**config.mk**
```make
export PLATFORM = sky130hd
export DESIGN_NAME = led_matrix_frame_refresher_unit_flat
export DESIGN_NICKNAME = d
export VERILOG_FILES = /design/src/rtl/lmfr_pkg.sv /design/src/rtl/lmfr_intf.sv /design/src/rtl/led_matrix_frame_refresher_unit.sv /design/src/rtl/lmfr_ram.sv /design/src/flat_wrapper.sv
export SDC_FILE = /design/constraint.sdc
export NUM_CORES = 1
export LEC_CHECK = 0
export ABC_AREA = 1
export BUFFER_PORTS_ARGS = -buffer_cell sky130_fd_sc_hd__buf_4
export CAP_MARGIN = 20
export CORE_MARGIN = 2
export CORE_UTILIZATION = 35
export CTS_CLUSTER_DIAMETER = 200
export DETAILED_ROUTE_END_ITERATION = 7
export GPL_TIMING_DRIVEN = 0
export PLACE_DENSITY_LB_ADDON = 0.08
export SYNTH_ARGS = -nofsm -noshare
export SYNTH_HDL_FRONTEND = slang
export SYNTH_SLANG_ARGS = --single-unit
export TNS_END_PERCENT = 100
```
**constraint.sdc**
```tcl
create_clock -name clk_i -period 5.3 [get_ports clk_i]
set_clock_uncertainty 0.1 [all_clocks]
set_input_delay 0.53 -clock clk_i [delete_from_list [all_inputs] [get_ports clk_i]]
set_output_delay 0.53 -clock clk_i [all_outputs]
set_load 0.05 [all_outputs]
```
**src/rtl/lmfr_pkg.sv**
```systemverilog
package lmfr_pkg;

  // command codes
  localparam logic [2:0] CMD_INIT    = 3'd0;
  localparam logic [2:0] CMD_REFRESH = 3'd1;
  localparam logic [2:0] CMD_SCROLL  = 3'd2;
  localparam logic [2:0] CMD_WRITE   = 3'd3;
  localparam logic [2:0] CMD_READ    = 3'd4;

  // configuration register indexes
  typedef logic [0:0] cfg_idx_t;
  typedef logic [3:0] cfg_data_t;
  localparam cfg_idx_t CFG_BRIGHTNESS = 1'd0;
  localparam cfg_idx_t CFG_SCAN_LIMIT = 1'd1;

  // init phases
  localparam logic [2:0] PH_SHUTDOWN = 3'd0;
  localparam logic [2:0] PH_CLEAR    = 3'd1;
  localparam logic [2:0] PH_DECODE   = 3'd2;
  localparam logic [2:0] PH_SCAN     = 3'd3;
  localparam logic [2:0] PH_BRIGHT   = 3'd4;
  localparam logic [2:0] PH_COPY     = 3'd5;
  localparam logic [2:0] PH_WAKE     = 3'd6;

  // driver command words
  localparam logic [15:0] W_SHUTDOWN   = 16'h0C00;
  localparam logic [15:0] W_WAKE       = 16'h0C01;
  localparam logic [15:0] W_DECODE_OFF = 16'h0900;
  localparam logic [15:0] W_SCAN       = 16'h0B00;
  localparam logic [15:0] W_BRIGHT     = 16'h0A00;

  localparam logic [3:0] BRIGHTNESS_RST = 4'd0;
  localparam logic [2:0] SCAN_LIMIT_RST = 3'd7;

  function automatic logic [7:0] rev8(input logic [7:0] b);
    logic [7:0] r;
    for (int i = 0; i < 8; i++) begin
      r[i] = b[7-i];
    end
    return r;
  endfunction

endpackage

```
**src/rtl/lmfr_intf.sv**
```systemverilog
interface lmfr_req_if;
  logic        valid;
  logic        ready;
  logic [2:0]  cmd;
  logic [3:0]  row;
  logic [31:0] row_data;
  logic [7:0]  amount;

  modport source (output valid, cmd, row, row_data, amount, input ready);
  modport sink (input valid, cmd, row, row_data, amount, output ready);
endinterface

interface lmfr_rsp_if;
  logic        valid;
  logic        ready;
  logic [15:0] spi_word;
  logic        spi_valid;
  logic        last_word;
  logic        sequence_done;
  logic [31:0] read_value;
  logic        row_ok;

  modport source (output valid, spi_word, spi_valid, last_word, sequence_done, read_value,
                  row_ok, input ready);
  modport sink (input valid, spi_word, spi_valid, last_word, sequence_done, read_value,
                row_ok, output ready);
endinterface

```
**src/rtl/led_matrix_frame_refresher_unit.sv**
```systemverilog
// Frame refresher for a chain of MODULES cascaded 8x8 LED driver chips. The frame buffer
// (ROWS rows of 8*MODULES bits) sits in a small RAM with a registered read; a per-row
// valid bit makes every row read as zero after reset. A request is taken only while the
// block is idle; a request that sends words (init step, refresh step) then puts out
// MODULES words, one per cycle while the sink keeps taking them. Write row and read row
// give one result each, a silent init step gives none, and scroll walks the buffer one
// row per cycle through the RAM's single read and write ports. The output register lets
// the last word of a request wait for the sink while the next request is already taken.
// Configuration writes (brightness, scan limit) land directly in flops and are meant for
// an idle block.
module led_matrix_frame_refresher_unit #(
  parameter int ROWS    = 8,
  parameter int MODULES = 4
) (
  input  logic                clk_i,
  input  logic                rst_ni,
  lmfr_req_if.sink            req_i,
  lmfr_rsp_if.source          rsp_o,
  input  logic                cfg_we_i,
  input  lmfr_pkg::cfg_idx_t  cfg_idx_i,
  input  lmfr_pkg::cfg_data_t cfg_data_i
);

  import lmfr_pkg::*;

  localparam int RowBits = 8 * MODULES;
  localparam int AddrW   = (ROWS > 1) ? $clog2(ROWS) : 1;
  localparam int ClrW    = $clog2(ROWS + 1);
  localparam int ModW    = (MODULES > 1) ? $clog2(MODULES) : 1;

  localparam logic [7:0]       RowBits8 = 8'(RowBits);
  localparam logic [AddrW-1:0] LastRow  = AddrW'(ROWS - 1);
  localparam logic [ModW-1:0]  LastMod  = ModW'(MODULES - 1);
  localparam logic [ClrW-1:0]  ClrRows  = ClrW'(ROWS);

  typedef enum logic [2:0] {
    ST_IDLE   = 3'b001,
    ST_SEND   = 3'b010,
    ST_SCROLL = 3'b100
  } state_e;

  // what the send sequencer builds for each word
  typedef enum logic [1:0] {
    KIND_CONST,
    KIND_ROW,
    KIND_WRITE,
    KIND_READ
  } kind_e;

  state_e state_q, state_d;
  kind_e  kind_q, kind_d;

  logic [15:0]      word_q, word_d;
  logic             done_q, done_d;
  logic             ok_q, ok_d;
  logic [7:0]       addr_q, addr_d;
  logic [ModW-1:0]  cnt_q, cnt_d;
  logic [AddrW-1:0] sc_q, sc_d;
  logic [7:0]       amount_q, amount_d;

  // init and refresh sequencing state
  logic [2:0]       phase_q, phase_d;
  logic [ClrW-1:0]  clr_q, clr_d;
  logic [AddrW-1:0] refresh_q, refresh_d;

  logic [3:0] brightness_q;
  logic [2:0] scan_limit_q;

  // frame buffer ports
  logic               ram_we, ram_re;
  logic [AddrW-1:0]   ram_waddr, ram_raddr;
  logic [RowBits-1:0] ram_wdata, ram_rdata, row_eff;
  logic [ROWS-1:0]    row_valid_q, row_valid_d;
  logic               rd_valid_q;

  // output register
  logic        out_valid_q;
  logic [15:0] out_word_q;
  logic        out_spi_valid_q, out_last_q, out_done_q, out_ok_q;
  logic [31:0] out_rv_q;

  logic        in_ready, accept, out_free;
  logic        row_ok_in;
  logic [AddrW-1:0] row_idx;

  // word under construction
  logic        w_load;
  logic [15:0] w_word;
  logic        w_spi_valid, w_last;
  logic [31:0] w_rv;

  lmfr_ram #(
    .Width (RowBits),
    .Depth (ROWS)
  ) u_frame_ram (
    .clk_i   (clk_i),
    .we_i    (ram_we),
    .waddr_i (ram_waddr),
    .wdata_i (ram_wdata),
    .re_i    (ram_re),
    .raddr_i (ram_raddr),
    .rdata_o (ram_rdata)
  );

  // rows never written read as zero
  assign row_eff = rd_valid_q ? ram_rdata : '0;

  assign in_ready  = (state_q == ST_IDLE);
  assign accept    = req_i.valid && in_ready;
  assign out_free  = !out_valid_q || rsp_o.ready;
  assign row_ok_in = (req_i.row < 4'(ROWS));
  assign row_idx   = req_i.row[AddrW-1:0];

  assign req_i.ready = in_ready;

  // word assembly for the send sequencer
  always_comb begin
    logic [7:0] byte_k;
    byte_k      = row_eff[8*cnt_q +: 8];
    w_word      = '0;
    w_spi_valid = 1'b0;
    w_last      = 1'b1;
    w_rv        = '0;
    case (kind_q)
      KIND_CONST: begin
        w_word      = word_q;
        w_spi_valid = 1'b1;
        w_last      = (cnt_q == LastMod);
      end
      KIND_ROW: begin
        w_word      = {addr_q, rev8(byte_k)};
        w_spi_valid = 1'b1;
        w_last      = (cnt_q == LastMod);
      end
      KIND_READ: begin
        // module byte k of the stored row goes back to its write position
        if (ok_q) begin
          for (int k = 0; k < MODULES; k++) begin
            w_rv = w_rv | (32'({24'd0, row_eff[8*k +: 8]}) << (8 * (MODULES - 1 - k)));
          end
        end
      end
      default: begin
      end
    endcase
  end

  assign w_load = (state_q == ST_SEND) && out_free;

  // main control
  always_comb begin
    state_d     = state_q;
    kind_d      = kind_q;
    word_d      = word_q;
    done_d      = done_q;
    ok_d        = ok_q;
    addr_d      = addr_q;
    cnt_d       = cnt_q;
    sc_d        = sc_q;
    amount_d    = amount_q;
    phase_d     = phase_q;
    clr_d       = clr_q;
    refresh_d   = refresh_q;
    row_valid_d = row_valid_q;
    ram_we      = 1'b0;
    ram_waddr   = '0;
    ram_wdata   = '0;
    ram_re      = 1'b0;
    ram_raddr   = '0;

    case (state_q)
      ST_IDLE: begin
        if (accept) begin
          cnt_d  = '0;
          done_d = 1'b0;
          ok_d   = 1'b0;
          case (req_i.cmd)
            CMD_INIT: begin
              state_d = ST_SEND;
              kind_d  = KIND_CONST;
              case (phase_q)
                PH_CLEAR: begin
                  if (clr_q < ClrRows) begin
                    word_d = {8'(clr_q) + 8'd1, 8'd0};
                    clr_d  = clr_q + 1'b1;
                  end else begin
                    // silent step: no words, move on to decode off
                    clr_d   = '0;
                    phase_d = PH_DECODE;
                    state_d = ST_IDLE;
                  end
                end
                PH_DECODE: begin
                  word_d  = W_DECODE_OFF;
                  phase_d = PH_SCAN;
                end
                PH_SCAN: begin
                  word_d  = W_SCAN | {13'd0, scan_limit_q};
                  phase_d = PH_BRIGHT;
                end
                PH_BRIGHT: begin
                  word_d  = W_BRIGHT | {12'd0, brightness_q};
                  phase_d = PH_COPY;
                end
                PH_COPY: begin
                  // frame copy shares the refresh row counter
                  kind_d    = KIND_ROW;
                  ram_re    = 1'b1;
                  ram_raddr = refresh_q;
                  addr_d    = 8'(ROWS) - 8'(refresh_q);
                  if (refresh_q == LastRow) begin
                    refresh_d = '0;
                    phase_d   = PH_WAKE;
                  end else begin
                    refresh_d = refresh_q + 1'b1;
                  end
                end
                PH_WAKE: begin
                  word_d  = W_WAKE;
                  done_d  = 1'b1;
                  phase_d = PH_SHUTDOWN;
                end
                default: begin
                  word_d  = W_SHUTDOWN;
                  phase_d = PH_CLEAR;
                end
              endcase
            end
            CMD_REFRESH: begin
              state_d   = ST_SEND;
              kind_d    = KIND_ROW;
              ram_re    = 1'b1;
              ram_raddr = refresh_q;
              addr_d    = 8'(ROWS) - 8'(refresh_q);
              if (refresh_q == LastRow) begin
                refresh_d = '0;
                done_d    = 1'b1;
              end else begin
                refresh_d = refresh_q + 1'b1;
              end
            end
            CMD_SCROLL: begin
              state_d   = ST_SCROLL;
              amount_d  = req_i.amount;
              sc_d      = '0;
              ram_re    = 1'b1;
              ram_raddr = '0;
            end
            CMD_WRITE: begin
              state_d = ST_SEND;
              kind_d  = KIND_WRITE;
              ok_d    = row_ok_in;
              if (row_ok_in) begin
                ram_we    = 1'b1;
                ram_waddr = row_idx;
                // most significant request byte lands in module slot 0
                for (int k = 0; k < MODULES; k++) begin
                  ram_wdata[8*k +: 8] = 8'(req_i.row_data >> (8 * (MODULES - 1 - k)));
                end
                row_valid_d[row_idx] = 1'b1;
              end
            end
            CMD_READ: begin
              state_d   = ST_SEND;
              kind_d    = KIND_READ;
              ok_d      = row_ok_in;
              ram_re    = 1'b1;
              ram_raddr = row_idx;
            end
            default: begin
            end
          endcase
        end
      end
      ST_SEND: begin
        if (out_free) begin
          if (w_last) begin
            state_d = ST_IDLE;
          end else begin
            cnt_d = cnt_q + 1'b1;
          end
        end
      end
      ST_SCROLL: begin
        // read row sc+1 while writing back the shifted row sc
        ram_we    = 1'b1;
        ram_waddr = sc_q;
        ram_wdata = (amount_q >= RowBits8) ? '0 : (row_eff << amount_q);
        row_valid_d[sc_q] = 1'b1;
        if (sc_q == LastRow) begin
          state_d = ST_IDLE;
        end else begin
          ram_re    = 1'b1;
          ram_raddr = sc_q + 1'b1;
          sc_d      = sc_q + 1'b1;
        end
      end
      default: begin
        state_d = ST_IDLE;
      end
    endcase
  end

  always_ff @(posedge clk_i or negedge rst_ni) begin
    if (!rst_ni) begin
      state_q      <= ST_IDLE;
      phase_q      <= PH_SHUTDOWN;
      clr_q        <= '0;
      refresh_q    <= '0;
      row_valid_q  <= '0;
      rd_valid_q   <= 1'b0;
      out_valid_q  <= 1'b0;
      brightness_q <= BRIGHTNESS_RST;
      scan_limit_q <= SCAN_LIMIT_RST;
      cnt_q        <= '0;
      sc_q         <= '0;
    end else begin
      state_q     <= state_d;
      phase_q     <= phase_d;
      clr_q       <= clr_d;
      refresh_q   <= refresh_d;
      row_valid_q <= row_valid_d;
      cnt_q       <= cnt_d;
      sc_q        <= sc_d;
      if (ram_re) begin
        rd_valid_q <= row_valid_q[ram_raddr];
      end
      if (w_load) begin
        out_valid_q <= 1'b1;
      end else if (rsp_o.ready) begin
        out_valid_q <= 1'b0;
      end
      if (cfg_we_i) begin
        case (cfg_idx_i)
          CFG_BRIGHTNESS: brightness_q <= cfg_data_i;
          CFG_SCAN_LIMIT: scan_limit_q <= cfg_data_i[2:0];
          default: begin
          end
        endcase
      end
    end
  end

  // payload registers
  always_ff @(posedge clk_i) begin
    kind_q   <= kind_d;
    word_q   <= word_d;
    done_q   <= done_d;
    ok_q     <= ok_d;
    addr_q   <= addr_d;
    amount_q <= amount_d;
    if (w_load) begin
      out_word_q      <= w_word;
      out_spi_valid_q <= w_spi_valid;
      out_last_q      <= w_last;
      out_done_q      <= done_q;
      out_rv_q        <= w_rv;
      out_ok_q        <= ok_q;
    end
  end

  assign rsp_o.valid         = out_valid_q;
  assign rsp_o.spi_word      = out_word_q;
  assign rsp_o.spi_valid     = out_spi_valid_q;
  assign rsp_o.last_word     = out_last_q;
  assign rsp_o.sequence_done = out_done_q;
  assign rsp_o.read_value    = out_rv_q;
  assign rsp_o.row_ok        = out_ok_q;

endmodule

```
**src/rtl/lmfr_ram.sv**
```systemverilog
module lmfr_ram #(
  parameter int Width = 32,
  parameter int Depth = 8,
  localparam int AddrW = (Depth > 1) ? $clog2(Depth) : 1
) (
  input  logic             clk_i,
  input  logic             we_i,
  input  logic [AddrW-1:0] waddr_i,
  input  logic [Width-1:0] wdata_i,
  input  logic             re_i,
  input  logic [AddrW-1:0] raddr_i,
  output logic [Width-1:0] rdata_o
);

  logic [Width-1:0] mem_q [Depth];

  always_ff @(posedge clk_i) begin
    if (we_i) begin
      mem_q[waddr_i] <= wdata_i;
    end
    if (re_i) begin
      rdata_o <= mem_q[raddr_i];
    end
  end

endmodule

```
**src/flat_wrapper.sv**
```systemverilog
// flat-port wrapper written by rule: the top's interface ports become plain ports
module led_matrix_frame_refresher_unit_flat import lmfr_pkg::*;
#(
  parameter int ROWS    = 8,
  parameter int MODULES = 4
)
  (clk_i, rst_ni, cfg_we_i, cfg_idx_i, cfg_data_i, req_i_valid, req_i_cmd, req_i_row, req_i_row_data, req_i_amount, req_i_ready, rsp_o_valid, rsp_o_spi_word, rsp_o_spi_valid, rsp_o_last_word, rsp_o_sequence_done, rsp_o_read_value, rsp_o_row_ok, rsp_o_ready);
  lmfr_req_if req_i_i ();
  lmfr_rsp_if rsp_o_i ();
  input  logic clk_i;
  input  logic rst_ni;
  input  logic cfg_we_i;
  input  lmfr_pkg::cfg_idx_t cfg_idx_i;
  input  lmfr_pkg::cfg_data_t cfg_data_i;
  input wire logic [$bits(req_i_i.valid)-1:0] req_i_valid;
  input wire logic [$bits(req_i_i.cmd)-1:0] req_i_cmd;
  input wire logic [$bits(req_i_i.row)-1:0] req_i_row;
  input wire logic [$bits(req_i_i.row_data)-1:0] req_i_row_data;
  input wire logic [$bits(req_i_i.amount)-1:0] req_i_amount;
  output wire logic [$bits(req_i_i.ready)-1:0] req_i_ready;
  output wire logic [$bits(rsp_o_i.valid)-1:0] rsp_o_valid;
  output wire logic [$bits(rsp_o_i.spi_word)-1:0] rsp_o_spi_word;
  output wire logic [$bits(rsp_o_i.spi_valid)-1:0] rsp_o_spi_valid;
  output wire logic [$bits(rsp_o_i.last_word)-1:0] rsp_o_last_word;
  output wire logic [$bits(rsp_o_i.sequence_done)-1:0] rsp_o_sequence_done;
  output wire logic [$bits(rsp_o_i.read_value)-1:0] rsp_o_read_value;
  output wire logic [$bits(rsp_o_i.row_ok)-1:0] rsp_o_row_ok;
  input wire logic [$bits(rsp_o_i.ready)-1:0] rsp_o_ready;
  assign req_i_i.valid = req_i_valid;
  assign req_i_i.cmd = req_i_cmd;
  assign req_i_i.row = req_i_row;
  assign req_i_i.row_data = req_i_row_data;
  assign req_i_i.amount = req_i_amount;
  assign req_i_ready = req_i_i.ready;
  assign rsp_o_valid = rsp_o_i.valid;
  assign rsp_o_spi_word = rsp_o_i.spi_word;
  assign rsp_o_spi_valid = rsp_o_i.spi_valid;
  assign rsp_o_last_word = rsp_o_i.last_word;
  assign rsp_o_sequence_done = rsp_o_i.sequence_done;
  assign rsp_o_read_value = rsp_o_i.read_value;
  assign rsp_o_row_ok = rsp_o_i.row_ok;
  assign rsp_o_i.ready = rsp_o_ready;
  led_matrix_frame_refresher_unit #(.ROWS(ROWS), .MODULES(MODULES)) u_core (.clk_i(clk_i), .rst_ni(rst_ni), .req_i(req_i_i), .rsp_o(rsp_o_i), .cfg_we_i(cfg_we_i), .cfg_idx_i(cfg_idx_i), .cfg_data_i(cfg_data_i));
endmodule
```
---- Yosys cells after proc, flatten, opt, wreduce, memory -nomap -nowiden ----
Memory sizes are Yosys's and may differ from the RTL's. A register that Yosys moved wholly into a read port is not among the register bits.
Cells that the tools add are included.
operators by class
  equality and inequality tests ........... 32
  shift operators ......................... 2
  bitwise gates (word level) .............. 7
  $lt $le $gt $ge ......................... 8
  reduce and logical (&&, ||, !) cells .... 31
  mux-type cells .......................... 73
  $add $sub $neg .......................... 6
operators by type and width
  operator                                                                count
  32-bit two-way mux                                                      5
  16-bit case mux with 6 select lines                                     1
  32-bit case mux with 2 select lines                                     1
  3-bit two-way mux                                                       18
  8-bit two-way mux                                                       4
  32-bit by 16-bit OR with 32-bit output                                  1
  32-bit by 24-bit OR with 32-bit output                                  1
  32-bit by 8-bit OR with 32-bit output                                   1
  16-bit case mux with 2 select lines                                     1
  8-bit case mux with 2 select lines                                      2
  32-bit by 6-bit indexed part select with 8-bit output                   1
  32-bit by 8-bit left shift with 32-bit output                           1
  3-bit case mux with 3 select lines                                      3
  3-bit case mux with 2 select lines                                      4
  3-bit equality test (second input constant)                             7
  4-bit AND reduction                                                     5
  1-bit two-way mux                                                       18
  3-bit case mux with 6 select lines                                      1
  16-bit two-way mux                                                      1
  8-bit OR                                                                2
  3-bit by 2-bit equality test with 1-bit output (second input constant)  5
  5-bit AND reduction                                                     3
  2-bit inequality test (second input constant)                           7
  3-bit by 4-bit < comparator with 1-bit output (second input constant)   3
  other kinds (32)                                                        63
word-level totals
  memory bits (writable) .................. 256
  word-level logic and storage cells ...... 183
  input bits .............................. 57
  bits in registers ....................... 123
  memories ................................ 1
memory list
  memory                    words  bits a word  rd ports  clocked after memory_dff  wr ports  RTL line        source
  u_core.u_frame_ram.mem_q  8      32           1         1                         1         lmfr_ram.sv:15  logic [Width-1:0] mem_q [Depth];

---- Logic depth before layout (Yosys ltp) ----
  depth after elaboration ................. 9
  mapped depth ............................ 15
  mapped depth without buffers ............ 12

---- Hierarchy ----
From an unflattened synthesis, not the netlist that was laid out.
unflattened totals
  cell total of the unflattened synthesis .. 2,126
  area, all modules ....................... 19,418.6 um2
by module, submodules not included
  module                           sequential area each (um2)  cells each  area an instance (um2)  instances
  lmfr_ram                         8,648.3                     1,156       12,192.9                1
  led_matrix_frame_refresher_unit  3,103.0                     970         7,225.7                 1

---- Least setup slack after synthesis ----
OpenSTA, ideal clock, no wires.
  path kind ............................... register to register
  start ................................... register u_core.state_q[0]
  end ..................................... memory u_core.u_frame_ram.mem_q[6][0] (enable)
  data arrival time ....................... 3.208 ns
  data required time ...................... 4.779 ns
  setup slack ............................. 1.571 ns
  cell stages (with the launch flop) ...... 11
  cells stage by stage .................... dfstp_2 inv_1 nor3_4 nand2_4 clkinv_4 nand2_1 inv_2 a22oi_1 inv_1 nand2_1 nor2_1
between the ends
  longest elaborated chain between the ends .. 6
RTL lines
  item                                                RTL line                                source
  start: declaration                                  led_matrix_frame_refresher_unit.sv:50   state_e state_q, state_d;
  start signal: assignment                            led_matrix_frame_refresher_unit.sv:318  state_q <= state_d;
  3-bit by 1-bit equality test with 1-bit output (*)  led_matrix_frame_refresher_unit.sv:108  assign in_ready = (state_q == ST_IDLE);
  via req_i_ready                                     flat_wrapper.sv:20                      output wire logic [$bits(req_i_i.ready)-1:0] req_i_ready;
  1-bit logical AND                                   led_matrix_frame_refresher_unit.sv:109  assign accept = req_i.valid && in_ready;
  1-bit two-way mux                                   led_matrix_frame_refresher_unit.sv:173  if (accept) begin
  1-bit case mux with 2 select lines                  led_matrix_frame_refresher_unit.sv:171  case (state_q)
  1-bit two-way mux                                   lmfr_ram.sv:18                          if (we_i) begin
  1-bit two-way mux (implied by the code)             lmfr_ram.sv:19                          mem_q[waddr_i] <= wdata_i;
  end: declaration                                    lmfr_ram.sv:15
The timed path passes the listed nets; every way through them passes the cells marked *.

---- Worst setup path in the final report ----
  start ................................... register u_core.amount_q[6]
  end ..................................... memory u_core.u_frame_ram.mem_q[0][5], data pin
between the ends
  longest elaborated chain between the ends .. 3
RTL lines
  item                                                                                                                                  RTL line                                source
  start: declaration                                                                                                                    led_matrix_frame_refresher_unit.sv:59   logic [7:0] amount_q, amount_d;
  start signal: assignment                                                                                                              led_matrix_frame_refresher_unit.sv:351  amount_q <= amount_d;
  32-bit by 8-bit left shift with 32-bit output / 8-bit by 6-bit greater-or-equal comparator with 1-bit output (equally long branches)  led_matrix_frame_refresher_unit.sv:288  ram_wdata = (amount_q >= RowBits8) ? '0 : (row_eff << amount_q);
  32-bit two-way mux (*)                                                                                                                led_matrix_frame_refresher_unit.sv:288
  32-bit case mux with 2 select lines (*)                                                                                               led_matrix_frame_refresher_unit.sv:171
  via u_core.ram_wdata[5]                                                                                                               led_matrix_frame_refresher_unit.sv:72   logic [RowBits-1:0] ram_wdata, ram_rdata, row_eff;
Marks and branches as above.

==> run_results.csv <==
group,metric,value,unit
floorplanning,boundaryPins,111,
detailed_routing,wl_met2,27.2,mm
synthesis,syn_area,18400,µm²
power,p_comb_share,20.4,%
sta,setup_viol,0,
power,p_seq_share,44.0,%
floorplanning,start_util,35.2,%
floorplanning,die_area,54500,µm²
synthesis,ys_types,49,
clock_tree,clock-sinks,397,
power,power_frac_clock,35.6,%
cells_and_area,area_growth,18.4,%
synthesis,yosysSeqAreaShare,63.7,%
worst_setup_path,timing.rr.start,"u_core.amount_q[6]",
hold_path,hold_depth,1,
clock_tree,post_cts_buffers,0,
sta,fmax,0.277,GHz
floorplanning,fp.dieW,234,µm
power,intPower,5.88,mW
floorplanning,die_h,234,µm
detailed_routing,drt-total-wl,61.1,mm
cells_and_area,final_area,21800,µm²
power,sw_frac_of_total,30.8,%
place,hpwl,44.4,mm
power,ir_drop,0.000251,V
grt,track_usage,22.6,%
sta,rsz0062_at_grt,"false",
clock_tree,htreeDepth,2,
power,p_sw,2.62,mW
detailed_routing,wl_met3,3.65,mm
place,gp_congestion,0.899,
worst_setup_path,rrSetupSlack,1.69,ns
clock_tree,clk_pin_slew_worst_paths,0.06,ns
detailed_routing,wl_met1,28.4,mm
synthesis,ys.flop_type,"edfxtp_1",
grt,grt_pass1_vias,13349,
detailed_routing,num_vias,13881,
synthesis,syn_inst,1845,
detailed_routing,drt_iter0_markers,1169,
clock_tree,numCtsBuffers,44,
floorplanning,rows,84,
sta,slew_viol_final,0,
floorplanning,core_area,52300,µm²
detailed_routing,antenna_left,0,
hold_path,min-delay-start,"req_i_amount[2]",
grt,antenna_found_initial,3,
hold_path,whs_endpoint,"u_core.amount_q[2]",
detailed_routing,wl_per_cell,22.3,µm
clock_tree,ctsLongestPathBuffers,3,
synthesis,synth_edf_count,362,
worst_setup_path,cp-end-kind,"register",
power,power_density,389,nW/µm²
worst_setup_path,worstRegToRegCells,8,
synthesis,avgSynthCellArea,9.99,µm²
sta,relSlewSlack,36.7,%
worst_setup_path,r2r_end,"u_core.u_frame_ram.mem_q[0][5]",
detailed_routing,highest_layer,"met5",
sta,finalCriticalPeriod,3.61,ns
cells_and_area,fin_util,41.7,%
grt,grt_max_degree,37,
detailed_routing,viasPerCell,5.08,
clock_tree,clk_latency,0.59,ns
worst_setup_path,arrival,3.75,ns
synthesis,yosys_warnings,0,
clock_tree,cts_tree,"done",
hold_path,hold_class,"in2reg",
worst_setup_path,start_kind,"register",
cells_and_area,stdcell_count,2735,
power,leakage,8.87,nW
sta,fin_setup_tns,0,ns
place,io_buffers,107,
cells_and_area,drive_above_1_share,13.2,%
place,place_inst,2653,
clock_tree,cts_hold_buffers,1,
flow_run,max-cap-violations,0,
outcome,status,"finished, final reports clean",
grt,grt_pass1_wl,88.7,mm
worst_setup_path,worstPathMaxFanout,10,
grt,overflow,0,
cells_and_area,fin_nets,2078,
synthesis,ys_ff_latch,397,
clock_tree,postCtsResizedCells,0,
sta,finalHoldViolCount,0,
detailed_routing,drc,0,
detailed_routing,first_pass_iters,5,
sta,worst_pin_slew,0.940,ns
worst_setup_path,required,5.45,ns
sta,whs,0.0422,ns
synthesis,async_flop_share,8.82,%
clock_tree,ctsRootBufferMaster,"clkbuf_16",
worst_setup_path,crit_type,"reg2reg",
place,postPlaceCellArea,20400,µm²
sta,timing.final.crit_share,68.0,%
[placed cells by master, fill, tap and decap left out, types with 45 or more instances in the layout]
cell type / n
clkbuf_1: 56
o21ai_1: 48
o21ai_0: 155
nand3_1: 131
buf_4: 118
a21oi_1: 121
nor2_1: 114
edfxtp_1: 362
nand2_1: 466
o211ai_1: 62
clkbuf_16: 45
inv_1: 172
[cell families (layout without fill, tap and decap cells)]
family                   Yosys count  in the layout  synth area share (%)
AO/OA/AOI/OAI                    404            404                  12.1
XOR/XNOR                           3              3                 0.143
adder cells (fa/ha/maj)            8              8                 0.543
buffers and inverters            286            485                  6.78
flip-flops                       397            397                  63.7
multiplexers                       2              2                 0.115
other                              1              4                0.0203
AND/OR/NAND/NOR                  744            744                  16.5
[Yosys cell counts, types with 3 or more instances]
| cell | instances | area (µm²) |
|---|---|---|
| o21a_1 | 3 | 22.5 |
| nor2_1 | 123 | 462 |
| o21ai_1 | 48 | 240 |
| nor2_2 | 3 | 18.8 |
| o211ai_1 | 62 | 465 |
| edfxtp_1 | 362 | 10900 |
| buf_2 | 29 | 145 |
| nor3_1 | 6 | 30.0 |
| nand2_4 | 3 | 33.8 |
| buf_4 | 10 | 75.1 |
| clkbuf_1 | 48 | 180 |
| a21oi_1 | 121 | 606 |
| inv_1 | 172 | 646 |
| or2_2 | 3 | 18.8 |
| o21ai_0 | 155 | 776 |
| nand2_1 | 466 | 1750 |
| dfrtp_1 | 31 | 776 |
| inv_2 | 6 | 22.5 |
| clkinv_1 | 5 | 18.8 |
| buf_6 | 13 | 146 |
| nand3_1 | 131 | 656 |
| dfstp_2 | 4 | 105 |
| ha_1 | 8 | 100 |
[metrics by stage]
step           setup WS [ns]  power [mW]
5_1_grt                 1.50        8.88
3_5_place_dp            1.60        5.54
2_1_floorplan           1.57        4.86
3_3_place_gp          -0.457        5.51
4_1_cts                 1.67        8.57
6_report                1.69        8.50
[power groups by stage]
stage	Sequential [mW]	Clock [mW]	Combinational (mW)
global placement	3.81	0	1.70
global route	3.75	3.22	1.91
finish	3.73	3.03	1.73
floorplan	3.97	0	0.888
CTS	3.74	3.09	1.74
detailed placement	3.80	0	1.73
[flip-flops by register name (all words and copies together) (netlist names), 8 cells and up]
| name | cells |
|---|---|
| u_core.rsp_o.spi_word | 13 |
| u_core.rsp_o.read_value | 32 |
| u_core.row_valid_q | 8 |
| u_core.u_frame_ram.mem_q | 256 |
| u_core.u_frame_ram.rdata_o | 32 |
| u_core.word_q | 9 |
| u_core.amount_q | 8 |
[routing by layer]
| layer | vias to the layer above | track usage [%] |
|---|---|---|
| met5 | - | 0 |
| met4 | 2 | 7.28 |
| met3 | 102 | 3.82 |
| met2 | 451 | 35.4 |
| met1 | 6652 | 32.0 |
| li1 | 6674 | - |
[critical path, cell delays in order, from the launching register on]
cell,delay (ns)
edfxtp_1,0.38
inv_1,0.06
nand2_1,0.27
nor3_2,0.64
inv_2,0.15
nor2_2,0.52
inv_2,0.14
buf_2,0.24
o21ai_0,0.77
[worst max-delay path by stage]
stage | start | endpoint | slack [ns] | depth (start not counted)
2_1_floorplan | u_core.state_q[0] | u_core.u_frame_ram.mem_q[6][0] | 1.57 | 10
5_1_grt | u_core.amount_q[6] | u_core.u_frame_ram.mem_q[6][5] | 1.50 | 8
3_3_place_gp | req_i_cmd[0] | u_core.u_frame_ram.mem_q[3][13] | -0.46 | 11
3_5_place_dp | req_i_cmd[0] | u_core.u_frame_ram.mem_q[0][17] | 1.60 | 11
4_1_cts | u_core.amount_q[6] | u_core.u_frame_ram.mem_q[3][5] | 1.67 | 8
6_report | u_core.amount_q[6] | u_core.u_frame_ram.mem_q[0][5] | 1.69 | 8
[final cells by class]
type,instances,area (µm²)
Sequential cell,397,11800
Fill cell,5190,30500
Antenna cell,1,2.50
Buffer,102,554
Tap cell,688,861
Clock inverter,25,234
Multi-Input combinational cell,1164,5510
Clock buffer,54,1170
Inverter,184,696
Timing Repair Buffer,120,1050
(Power assumes the default switching activity.)
